[config.mk]
export PLATFORM = sky130hd
export DESIGN_NAME = apa102_fading_frame_emitter_unit
export DESIGN_NICKNAME = d
export VERILOG_FILES = /design/src/sv/afe_pkg.sv /design/src/sv/afe_ram.sv /design/src/sv/afe_blend.sv /design/src/sv/afe_emit.sv /design/src/sv/apa102_fading_frame_emitter_unit.sv
export SDC_FILE = /design/constraint.sdc
export NUM_CORES = 2
export LEC_CHECK = 0
export ABC_CLOCK_PERIOD_IN_PS = 12900
export BUFFER_PORTS_ARGS = -buffer_cell sky130_fd_sc_hd__buf_2
export CAP_MARGIN = 0
export CORE_MARGIN = 8
export CORE_UTILIZATION = 55
export DETAILED_ROUTE_END_ITERATION = 6
export PLACE_DENSITY = 0.71
export SLEW_MARGIN = 10
export SYNTH_ARGS = -nofsm -noshare
export SYNTH_HDL_FRONTEND = slang
export SYNTH_HIERARCHICAL = 1
export SYNTH_SLANG_ARGS = --single-unit
[constraint.sdc]
create_clock -name clk -period 12.9 [get_ports clk]
set_clock_uncertainty 0.15 [all_clocks]
set_input_delay 0.645 -clock clk [delete_from_list [all_inputs] [get_ports clk]]
set_output_delay 0.645 -clock clk [all_outputs]
set_load 0.005 [all_outputs]
[src/sv/afe_pkg.sv]
package afe_pkg;

	localparam logic [2:0] HEADER_MARK  = 3'b111;
	localparam logic [4:0] BRIGHT_RESET = 5'd15;
	localparam logic [7:0] START_BYTE   = 8'h00;
	localparam logic [7:0] END_BYTE     = 8'hFF;
	localparam logic [8:0] W_FULL       = 9'd256;
	localparam logic [1:0] FRAME_LAST   = 2'd3;

	typedef struct packed {
		logic [7:0] red;
		logic [7:0] green;
		logic [7:0] blue;
	} color_t;

	typedef struct packed {
		color_t color;
		logic   first;
		logic   last;
	} led_item_t;

	typedef enum logic [2:0] {
		PH_START,
		PH_HDR,
		PH_BLUE,
		PH_GREEN,
		PH_RED,
		PH_END
	} phase_t;

	// prev + floor((tgt - prev) * w / 256)
	function automatic logic [7:0] blend_ch(input logic [7:0] prev, input logic [7:0] tgt,
			input logic [8:0] w);
		logic signed [9:0]  d;
		logic signed [19:0] prod;
		logic signed [9:0]  step;
		logic [9:0]         sum;
		d    = signed'({2'b00, tgt}) - signed'({2'b00, prev});
		prod = 20'(d) * 20'(signed'({1'b0, w}));
		step = prod[17:8];
		sum  = {2'b00, prev} + $unsigned(step);
		return sum[7:0];
	endfunction

endpackage

[src/sv/afe_ram.sv]
module afe_ram #(
	parameter int WIDTH  = 24,
	parameter int DEPTH  = 64,
	parameter int ADDR_W = (DEPTH > 1) ? $clog2(DEPTH) : 1
) (
	input  logic              clk,
	input  logic              we,
	input  logic [ADDR_W-1:0] waddr,
	input  logic [WIDTH-1:0]  wdata,
	input  logic              re,
	input  logic [ADDR_W-1:0] raddr,
	output logic [WIDTH-1:0]  rdata
);

	logic [WIDTH-1:0] mem [DEPTH];

	always_ff @(posedge clk) begin
		if (we) begin
			mem[waddr] <= wdata;
		end
		if (re) begin
			rdata <= mem[raddr];
		end
	end

endmodule

[src/sv/afe_blend.sv]
module afe_blend
	import afe_pkg::*;
(
	input  color_t     prev,
	input  color_t     tgt,
	input  logic [8:0] weight,
	output color_t     blended
);

	always_comb begin
		blended.red   = blend_ch(prev.red, tgt.red, weight);
		blended.green = blend_ch(prev.green, tgt.green, weight);
		blended.blue  = blend_ch(prev.blue, tgt.blue, weight);
	end

endmodule

[src/sv/afe_emit.sv]
module afe_emit
	import afe_pkg::*;
(
	input  logic      clk,
	input  logic      arst_n,
	input  logic      load,
	input  led_item_t item,
	input  logic [4:0] brightness,
	input  logic      out_ready,
	output logic      out_valid,
	output logic [7:0] spi_byte,
	output logic      last_of_run,
	output logic      frame_end,
	output logic      done,
	output color_t    held_color
);

	phase_t    phase_q, phase_d;
	logic [1:0] sub_q, sub_d;
	logic      valid_q;
	led_item_t item_q;
	logic      fin;
	logic      take;

	always_comb begin
		phase_d   = phase_q;
		sub_d     = 2'd0;
		fin       = 1'b0;
		frame_end = 1'b0;
		spi_byte  = START_BYTE;
		case (phase_q)
			PH_START: begin
				spi_byte = START_BYTE;
				sub_d    = sub_q + 2'd1;
				if (sub_q == FRAME_LAST) begin
					phase_d = PH_HDR;
				end
			end
			PH_HDR: begin
				spi_byte = {HEADER_MARK, brightness};
				phase_d  = PH_BLUE;
			end
			PH_BLUE: begin
				spi_byte = item_q.color.blue;
				phase_d  = PH_GREEN;
			end
			PH_GREEN: begin
				spi_byte = item_q.color.green;
				phase_d  = PH_RED;
			end
			PH_RED: begin
				spi_byte = item_q.color.red;
				fin      = !item_q.last;
				phase_d  = PH_END;
			end
			PH_END: begin
				spi_byte  = END_BYTE;
				sub_d     = sub_q + 2'd1;
				fin       = (sub_q == FRAME_LAST);
				frame_end = fin;
			end
			default: begin
				spi_byte = START_BYTE;
				phase_d  = PH_HDR;
			end
		endcase
	end

	assign take        = valid_q && out_ready;
	assign done        = take && fin;
	assign out_valid   = valid_q;
	assign last_of_run = fin;
	assign held_color  = item_q.color;

	always_ff @(posedge clk or negedge arst_n) begin
		if (!arst_n) begin
			valid_q <= 1'b0;
			phase_q <= PH_HDR;
			sub_q   <= 2'd0;
		end else if (load) begin
			valid_q <= 1'b1;
			phase_q <= item.first ? PH_START : PH_HDR;
			sub_q   <= 2'd0;
		end else if (done) begin
			valid_q <= 1'b0;
		end else if (take) begin
			phase_q <= phase_d;
			sub_q   <= sub_d;
		end
	end

	always_ff @(posedge clk) begin
		if (load) begin
			item_q <= item;
		end
	end

endmodule

[src/sv/apa102_fading_frame_emitter_unit.sv]
// APA102 fading frame emitter.
// Input channel (in_valid/in_ready): one LED per item, target color plus a
// Q1.8 fade weight (values above 256 act as 256). Items map to LEDs in order,
// 0 .. LED_COUNT-1, then wrap to a new frame.
// Output channel (out_valid/out_ready): one byte per item on spi_byte.
// Each LED gives header, blue, green, red; the first LED of a frame is led by
// four 0x00 bytes, the last is followed by four 0xFF bytes. last_of_run marks
// the final byte of an LED, frame_end the final byte of a frame.
// cfg_we/cfg_wdata write the 5-bit global brightness (reset 15).
// Path: an accepted item is registered in stage 1 together with its color
// memory read; the blend feeds the output register once that is free.
// The byte-wide output port sets the pace; the next item is read and blended
// while the current one is still shifting out.
// Reset: position returns to LED 0 and all stored colors read as black until
// the first frame has been written; no clearing pass is needed.
// A stalled receiver holds the current byte; at most two items stay in flight.
module apa102_fading_frame_emitter_unit
	import afe_pkg::*;
#(
	parameter int LED_COUNT = 64
) (
	input  logic       clk,
	input  logic       arst_n,
	input  logic       cfg_we,
	input  logic [4:0] cfg_wdata,
	input  logic       in_valid,
	output logic       in_ready,
	input  logic [7:0] target_red,
	input  logic [7:0] target_green,
	input  logic [7:0] target_blue,
	input  logic [8:0] lerp_weight,
	output logic       out_valid,
	input  logic       out_ready,
	output logic [7:0] spi_byte,
	output logic       last_of_run,
	output logic       frame_end
);

	localparam int POS_W = (LED_COUNT > 1) ? $clog2(LED_COUNT) : 1;
	localparam logic [POS_W-1:0] POS_LAST = POS_W'(LED_COUNT - 1);

	logic [4:0]       bright_q;
	logic [POS_W-1:0] pos_q;
	logic             wrapped_q;

	logic             acc;
	logic             s1_adv;
	logic             emit_done;
	logic             pos_first;
	logic             pos_last;

	logic             valid_s1;
	color_t           tgt_s1;
	logic [8:0]       wt_s1;
	logic             first_s1;
	logic             last_s1;
	logic [POS_W-1:0] addr_s1;
	logic             fwd_s1;
	logic             zero_s1;

	color_t           rd_color;
	color_t           held_color;
	color_t           prev_color;
	color_t           new_color;
	led_item_t        s1_item;

	assign pos_first = (pos_q == '0);
	assign pos_last  = (pos_q == POS_LAST);
	assign s1_adv    = valid_s1 && (!out_valid || emit_done);
	assign in_ready  = !valid_s1 || s1_adv;
	assign acc       = in_valid && in_ready;

	always_ff @(posedge clk or negedge arst_n) begin
		if (!arst_n) begin
			bright_q <= BRIGHT_RESET;
		end else if (cfg_we) begin
			bright_q <= cfg_wdata;
		end
	end

	always_ff @(posedge clk or negedge arst_n) begin
		if (!arst_n) begin
			pos_q     <= '0;
			wrapped_q <= 1'b0;
			valid_s1  <= 1'b0;
		end else begin
			if (acc) begin
				pos_q <= pos_last ? '0 : pos_q + POS_W'(1);
				if (pos_last) begin
					wrapped_q <= 1'b1;
				end
			end
			if (acc) begin
				valid_s1 <= 1'b1;
			end else if (s1_adv) begin
				valid_s1 <= 1'b0;
			end
		end
	end

	always_ff @(posedge clk) begin
		if (acc) begin
			tgt_s1   <= '{red: target_red, green: target_green, blue: target_blue};
			wt_s1    <= (lerp_weight > W_FULL) ? W_FULL : lerp_weight;
			first_s1 <= pos_first;
			last_s1  <= pos_last;
			addr_s1  <= pos_q;
			// previous item writes this entry in the same cycle as the read
			fwd_s1   <= valid_s1 && s1_adv && (addr_s1 == pos_q);
			zero_s1  <= !wrapped_q;
		end
	end

	afe_ram #(
		.WIDTH ($bits(color_t)),
		.DEPTH (LED_COUNT),
		.ADDR_W(POS_W)
	) u_ram (
		.clk  (clk),
		.we   (s1_adv),
		.waddr(addr_s1),
		.wdata(new_color),
		.re   (acc),
		.raddr(pos_q),
		.rdata(rd_color)
	);

	always_comb begin
		if (fwd_s1) begin
			prev_color = held_color;
		end else if (zero_s1) begin
			prev_color = '0;
		end else begin
			prev_color = rd_color;
		end
	end

	afe_blend u_blend (
		.prev   (prev_color),
		.tgt    (tgt_s1),
		.weight (wt_s1),
		.blended(new_color)
	);

	assign s1_item = '{color: new_color, first: first_s1, last: last_s1};

	afe_emit u_emit (
		.clk        (clk),
		.arst_n     (arst_n),
		.load       (s1_adv),
		.item       (s1_item),
		.brightness (bright_q),
		.out_ready  (out_ready),
		.out_valid  (out_valid),
		.spi_byte   (spi_byte),
		.last_of_run(last_of_run),
		.frame_end  (frame_end),
		.done       (emit_done),
		.held_color (held_color)
	);

`ifndef NO_ASSERTIONS
	a_fend_is_last: assert property (@(posedge clk) disable iff (!arst_n)
		out_valid && frame_end |-> last_of_run)
		else $error("frame_end without last_of_run");

	a_pos_wrap: assert property (@(posedge clk) disable iff (!arst_n)
		acc && pos_last |=> pos_q == '0)
		else $error("position did not wrap after last LED");

	a_fwd_collision: assert property (@(posedge clk) disable iff (!arst_n)
		acc && s1_adv && (addr_s1 == pos_q) |=> fwd_s1)
		else $error("same-entry read/write not forwarded");

	a_fwd_single: assert property (@(posedge clk) disable iff (!arst_n)
		valid_s1 && fwd_s1 |-> LED_COUNT == 1)
		else $error("forwarding with more than one LED");
`endif

endmodule
Word level (Yosys, flattened, before mapping):

Memory sizes are Yosys's and may differ from the RTL's. A register that Yosys moved wholly into a read port is not among the register bits.
Cells that the tools add are included.

* ROM bits: 0
* memories: 1
* bits of input ports: 43
* latch bits: 0
* flip-flop bits (word level): 87
* logic and storage cells: 87
* output and inout bits: 12
* bits in writable memories: 1536

* reductions and logical operators: 21
* mux-type cells: 22
* add/subtract/negate cells: 8
* eq/ne operators: 11
* div/mod/pow operators: 0
* bitwise operators: 0
* magnitude comparators: 1
* multipliers: 3
* shift-type cells: 0

Memories
* u_ram.mem: depth 64, width 24, rd ports 1, clocked after Yosys merged registers in 1, wr ports 1, line afe_ram.sv:15 `logic [WIDTH-1:0] mem [DEPTH];`

Operators by type and width (number)
* $mul 9x10->16: 3
* $mux 24: 2
* $pmux 8 s5: 1
* $sub 8x8->9: 3
* $add 8x8->8: 3
* $pmux 3 s6: 1
* $mux 3: 4
* $gt 9x9->1 const B: 1
* $mux 1: 8
* $mux 2: 4
* $add 6x1->6 const B: 1
* $eq 3x2->1 const B: 2
* $eq 3x3->1 const B: 2
* $eq 6x6->1: 1
* $eq 6x6->1 const B: 1
* $logic_and 1x1->1: 6
* $logic_not 6->1: 1
* $mux 6: 1
* $reduce_bool 2->1: 3
* $logic_not 1->1: 4
* $ne 2x2->1 const B: 2
* $reduce_and 2->1: 2
* $reduce_and 4->1: 1
* $eq 3x1->1 const B: 1
* other kinds (7): 8

Logic depth before layout (Yosys ltp):

* depth in word-level cells: 8
* gate-level depth with buffers: 37

By module:

The synthesis kept the hierarchy.

Modules (own cells, without submodules)
* afe_ram: instances 1, cells each 2610, area each 59535.8 µm²
* afe_blend: instances 1, cells each 985, area each 8725.9 µm²
* apa102_fading_frame_emitter_unit: instances 1, cells each 148, area each 2257.2 µm²
* afe_emit: instances 1, cells each 127, area each 1549.0 µm²

Least setup slack after synthesis:

OpenSTA, ideal clock, no wires.

* path type: register to register
* start: register fwd_s1
* end: register u_emit.item_q (netlist bit u_emit/held_color[15]) (data pin)
* cell stages (with the launch flop): 35
* buffers on the path: 2
* setup slack: 2.978 ns
* setup time: 0.573 ns
* arrival: 9.200 ns
* path through: edfxtp_1 > buf_2 > clkbuf_1 > a22o_1 > ha_1 > fa_1 > nor2b_1 > o21ai_1 > a21boi_1 > o21a_1 > nor2_1 > xnor2_1 > nand2_1 > fa_1 > fa_1 > inv_1 > fa_1 > fa_1 > inv_1 > fa_1 > inv_1 > ha_1 > inv_1 > nor2_1 > nor2_1 > xnor2_1 > ha_1 > a21o_1 > a21oi_1 > o211ai_1 > a21o_1 > a21oi_1 > xnor2_1 > xnor2_1 > xnor2_1

RTL lines
* from (decl): line apa102_fading_frame_emitter_unit.sv:58 `logic fwd_s1;`
* from (signal assigned): line apa102_fading_frame_emitter_unit.sv:109 `fwd_s1 <= valid_s1 && s1_adv && (addr_s1 == pos_q);`
* to (signal assigned): line afe_emit.sv:94 `item_q <= item;`
* to (decl): line afe_emit.sv:21 `led_item_t item_q;`

==> key figures <==
Timing
  • Unrepaired setup endpoints after global routing: no
  • Setup TNS: 0 ns
  • Final min period: between 10 and 15 ns
  • Headroom to the max-slew limit: 13.8%
  • Final hold viol count: 0
  • # setup viols final: 0
  • Worst slew pin tran: 1.29 ns
  • Slew Limit Fails: 0
  • Fmax: 94.2 MHz
  • Crit share post-route: 82.3%

Clocking
  • # clock sinks: 1647
  • CTS root buf: clkbuf_16
  • Post-CTS setup buffer count: 0
  • H-tree Lvls: 4
  • Clk slew on worst S/H paths: 0.06 ns
  • TritonCTS clock tree: yes
  • Worst skew pair latency: 0.81 ns
  • CTS Buffer Depth: 3
  • CTS Buf Count: 164

Critical path
  • Crit path top cell by count: fa_1
  • CP bufs+invs: 4
  • CP required: approximately 13 ns
  • Critical path's largest stage delay: around 1.2 ns
  • Worst setup EP type: flop
  • CP startpoint kind: flop
  • CP delay by family, top: adder cells
  • CP max-delay cell: xor3_2
  • Crit Path Category: flop to flop
  • Max FO, Critical Path: 65
  • Crit path DAT: 10.87 ns

Yosys
  • Synth cell types: 78
  • Asr flop ratio synth: ~1.2%
  • Synth Area per Inst: 18.6 um2
  • Synth Cell Area: 72100 um2
  • Register area share after synthesis: 68.5%
  • Synth warn: 6
  • FF+latch count, synth: 1647
  • Top_reg_cell synth: edfxtp_1
  • Post-synth EDFFs: 1628
  • Net Count, Synth: 4222
  • Post-Syn Instances: 3870

Layout
  • Proportion of layout cells with a drive suffix above 1: 22.6%
  • Fin nets: 4407
  • Syn-to-layout area delta: 11.5%
  • Core Util, Final: approximately 60%
  • Commonest non-fill, non-tap cell in the layout: edfxtp_1
  • Commonest non-fill, non-tap cells in the layout: edfxtp_1, mux4_2, inv_1, clkbuf_16, ha_1

Status
  • Status: complete, but fails checks
  • Failing checks: antenna rules

Route
  • Final WL: 170000 um
  • Via count: 37100
  • Initial DRC Count: 4038
  • 1st-pass router iterations: 6
  • Routed length per instance: ~28 um
  • Via/cell ratio: slightly above 6
  • Antenna-violating nets left: 1
  • Detailed-route DRC error count: 0

Die
  • Core box area: 131000 um2
  • Die X: between 300 and 400 um
  • Num rows: 133
  • Die Area: 143000 um2
  • Ports: 55
  • Initial core utilization: 55.1%
  • Die height: 378 um

Place
  • Hpwl dp: 101000 um
  • RD Place Congestion: roughly 0.84
  • PortBufs: 54

Global routing
  • GRT overflow: 0
  • Vias in the first global route: 37600
  • Pin count of the biggest net entering global routing: between 100 and 150
  • Global-route wire length before repair: approximately 250000 um
  • Initial antenna violation count: 7
  • GRT Resource Usage Total: 23.9%

Min path
  • Hold crit path type: input pin to flop

Job
  • Max_cap viols: 0
[worst register-to-register path: cells and delay by family (launching register included)]
| kind | cells | cell delay (ns) |
|---|---|---|
| xor+xnor | 4 | 2.13 |
| compound gates | 9 | 1.66 |
| simple gates | 8 | 1.07 |
| buf+inv | 4 | 0.45 |
| fa+ha+maj | 9 | 3.81 |
| flops | 1 | 0.93 |
[registers in the layout, summed over array words and instances, names as in the netlist]
register and count:
bright_q 5, u_ram/rdata 24, pos_q 6, wrapped_q 1
first_s1 1, valid_s1 1, u_emit/sub_q 2, u_emit/phase_q 3
u_emit/held_color 24, zero_s1 1, u_emit/item_q 1, addr_s1 6
u_emit/out_valid 1, tgt_s1 24, u_ram/mem 1536, fwd_s1 1
wt_s1 9, last_s1 1
[metal layers]
metal / wire (um) / vias to the layer above / part of all wire, % / global-route usage (%)
met4: 5270 / 0 / 3.1 / 7.30
met2: 80500 / 1655 / 47 / 37.8
met3: 14700 / 237 / 8.6 / 4.52
met1: 69200 / 19600 / 41 / 34.3
li1: - / 15600 / - / -
met5: 0 / - / 0 / 0
[worst paths after layout]
check	depth (start not counted)	endpoint	slack, ns	from
worst max-delay path	34	u_ram/mem[6][23]	2.28	fwd_s1
worst min-delay path	2	wt_s1[3]	0.10	lerp_weight[3]
worst max register to register	34	u_ram/mem[6][23]	2.28	fwd_s1
worst min register to register	0	u_emit/item_q[0]	0.27	last_s1
max in group asynchronous	2	pos_q[0]	11.93	arst_n
min in group asynchronous	2	pos_q[5]	0.24	arst_n
[cells by family (layout without fill, tap and decap cells)]
group	after synthesis	in the layout	synth area share, %
xor gates and xnor gates	80	80	1.02
muxes	515	515	13.4
DFF	1647	1647	68.5
adders and majority gates	309	309	6.96
other	0	9	0
AOI/OAI and AO/OA	369	369	3.56
and+or+nand+nor	562	562	4.03
buffers and inverters	388	708	2.51
[layout make-up]
type                       count  area [um2]
clock inverter                94         778
clock buffer                 207        4340
antenna                        9        22.5
timing repair buffer         219        1620
multi-input combinational   1835       21300
tap                         1755        2200
fill                        9094       50500
sequential                  1647       49400
inverter                     188         707
[stage by stage]
step	hold WS, ns	instances	worst slack [ns]	instance area, um2
finish	0.103	5954	2.28	80300
global placement	0.257	5604	2.62	74800
floorplan	0.199	3870	2.98	72100
global route	0.0839	5945	1.53	80300
detailed placement	0.255	5604	2.36	74800
CTS	0.0660	5945	2.34	80300
[cells in the mapped netlist (all sizes together), types with 12 or more instances]
library cell / count / area [um2]
nand3: 24 / 120
mux2i: 102 / 1020
a31oi: 21 / 144
nor2b: 31 / 194
ha: 156 / 1950
mux2: 58 / 653
and3: 19 / 119
nand2b: 60 / 375
fa: 153 / 3060
mux4: 355 / 8000
a22o: 24 / 210
xnor2: 60 / 533
clkbuf: 70 / 268
o22ai: 63 / 394
a21oi: 66 / 357
or2: 12 / 75.1
a221oi: 52 / 455
xor2: 18 / 158
o21a: 28 / 210
nand2: 117 / 439
edfxtp: 1628 / 48900
a22oi: 32 / 240
o21ai: 43 / 226
nor2: 132 / 498
or3: 15 / 93.8
buf: 130 / 833
dfrtp: 14 / 350
and2: 117 / 733
inv: 187 / 702
nor3: 14 / 70.1
a21o: 14 / 105
[repair_timing]
item                      4_1_cts  5_1_grt
gates resized for setup         0        0
hold buffers                   40        0
hold endpoints to repair       53        0
Power is left out: the tool's default activity adds up to more than one toggle a clock period on the data nets, which glitch-free logic cannot reach.
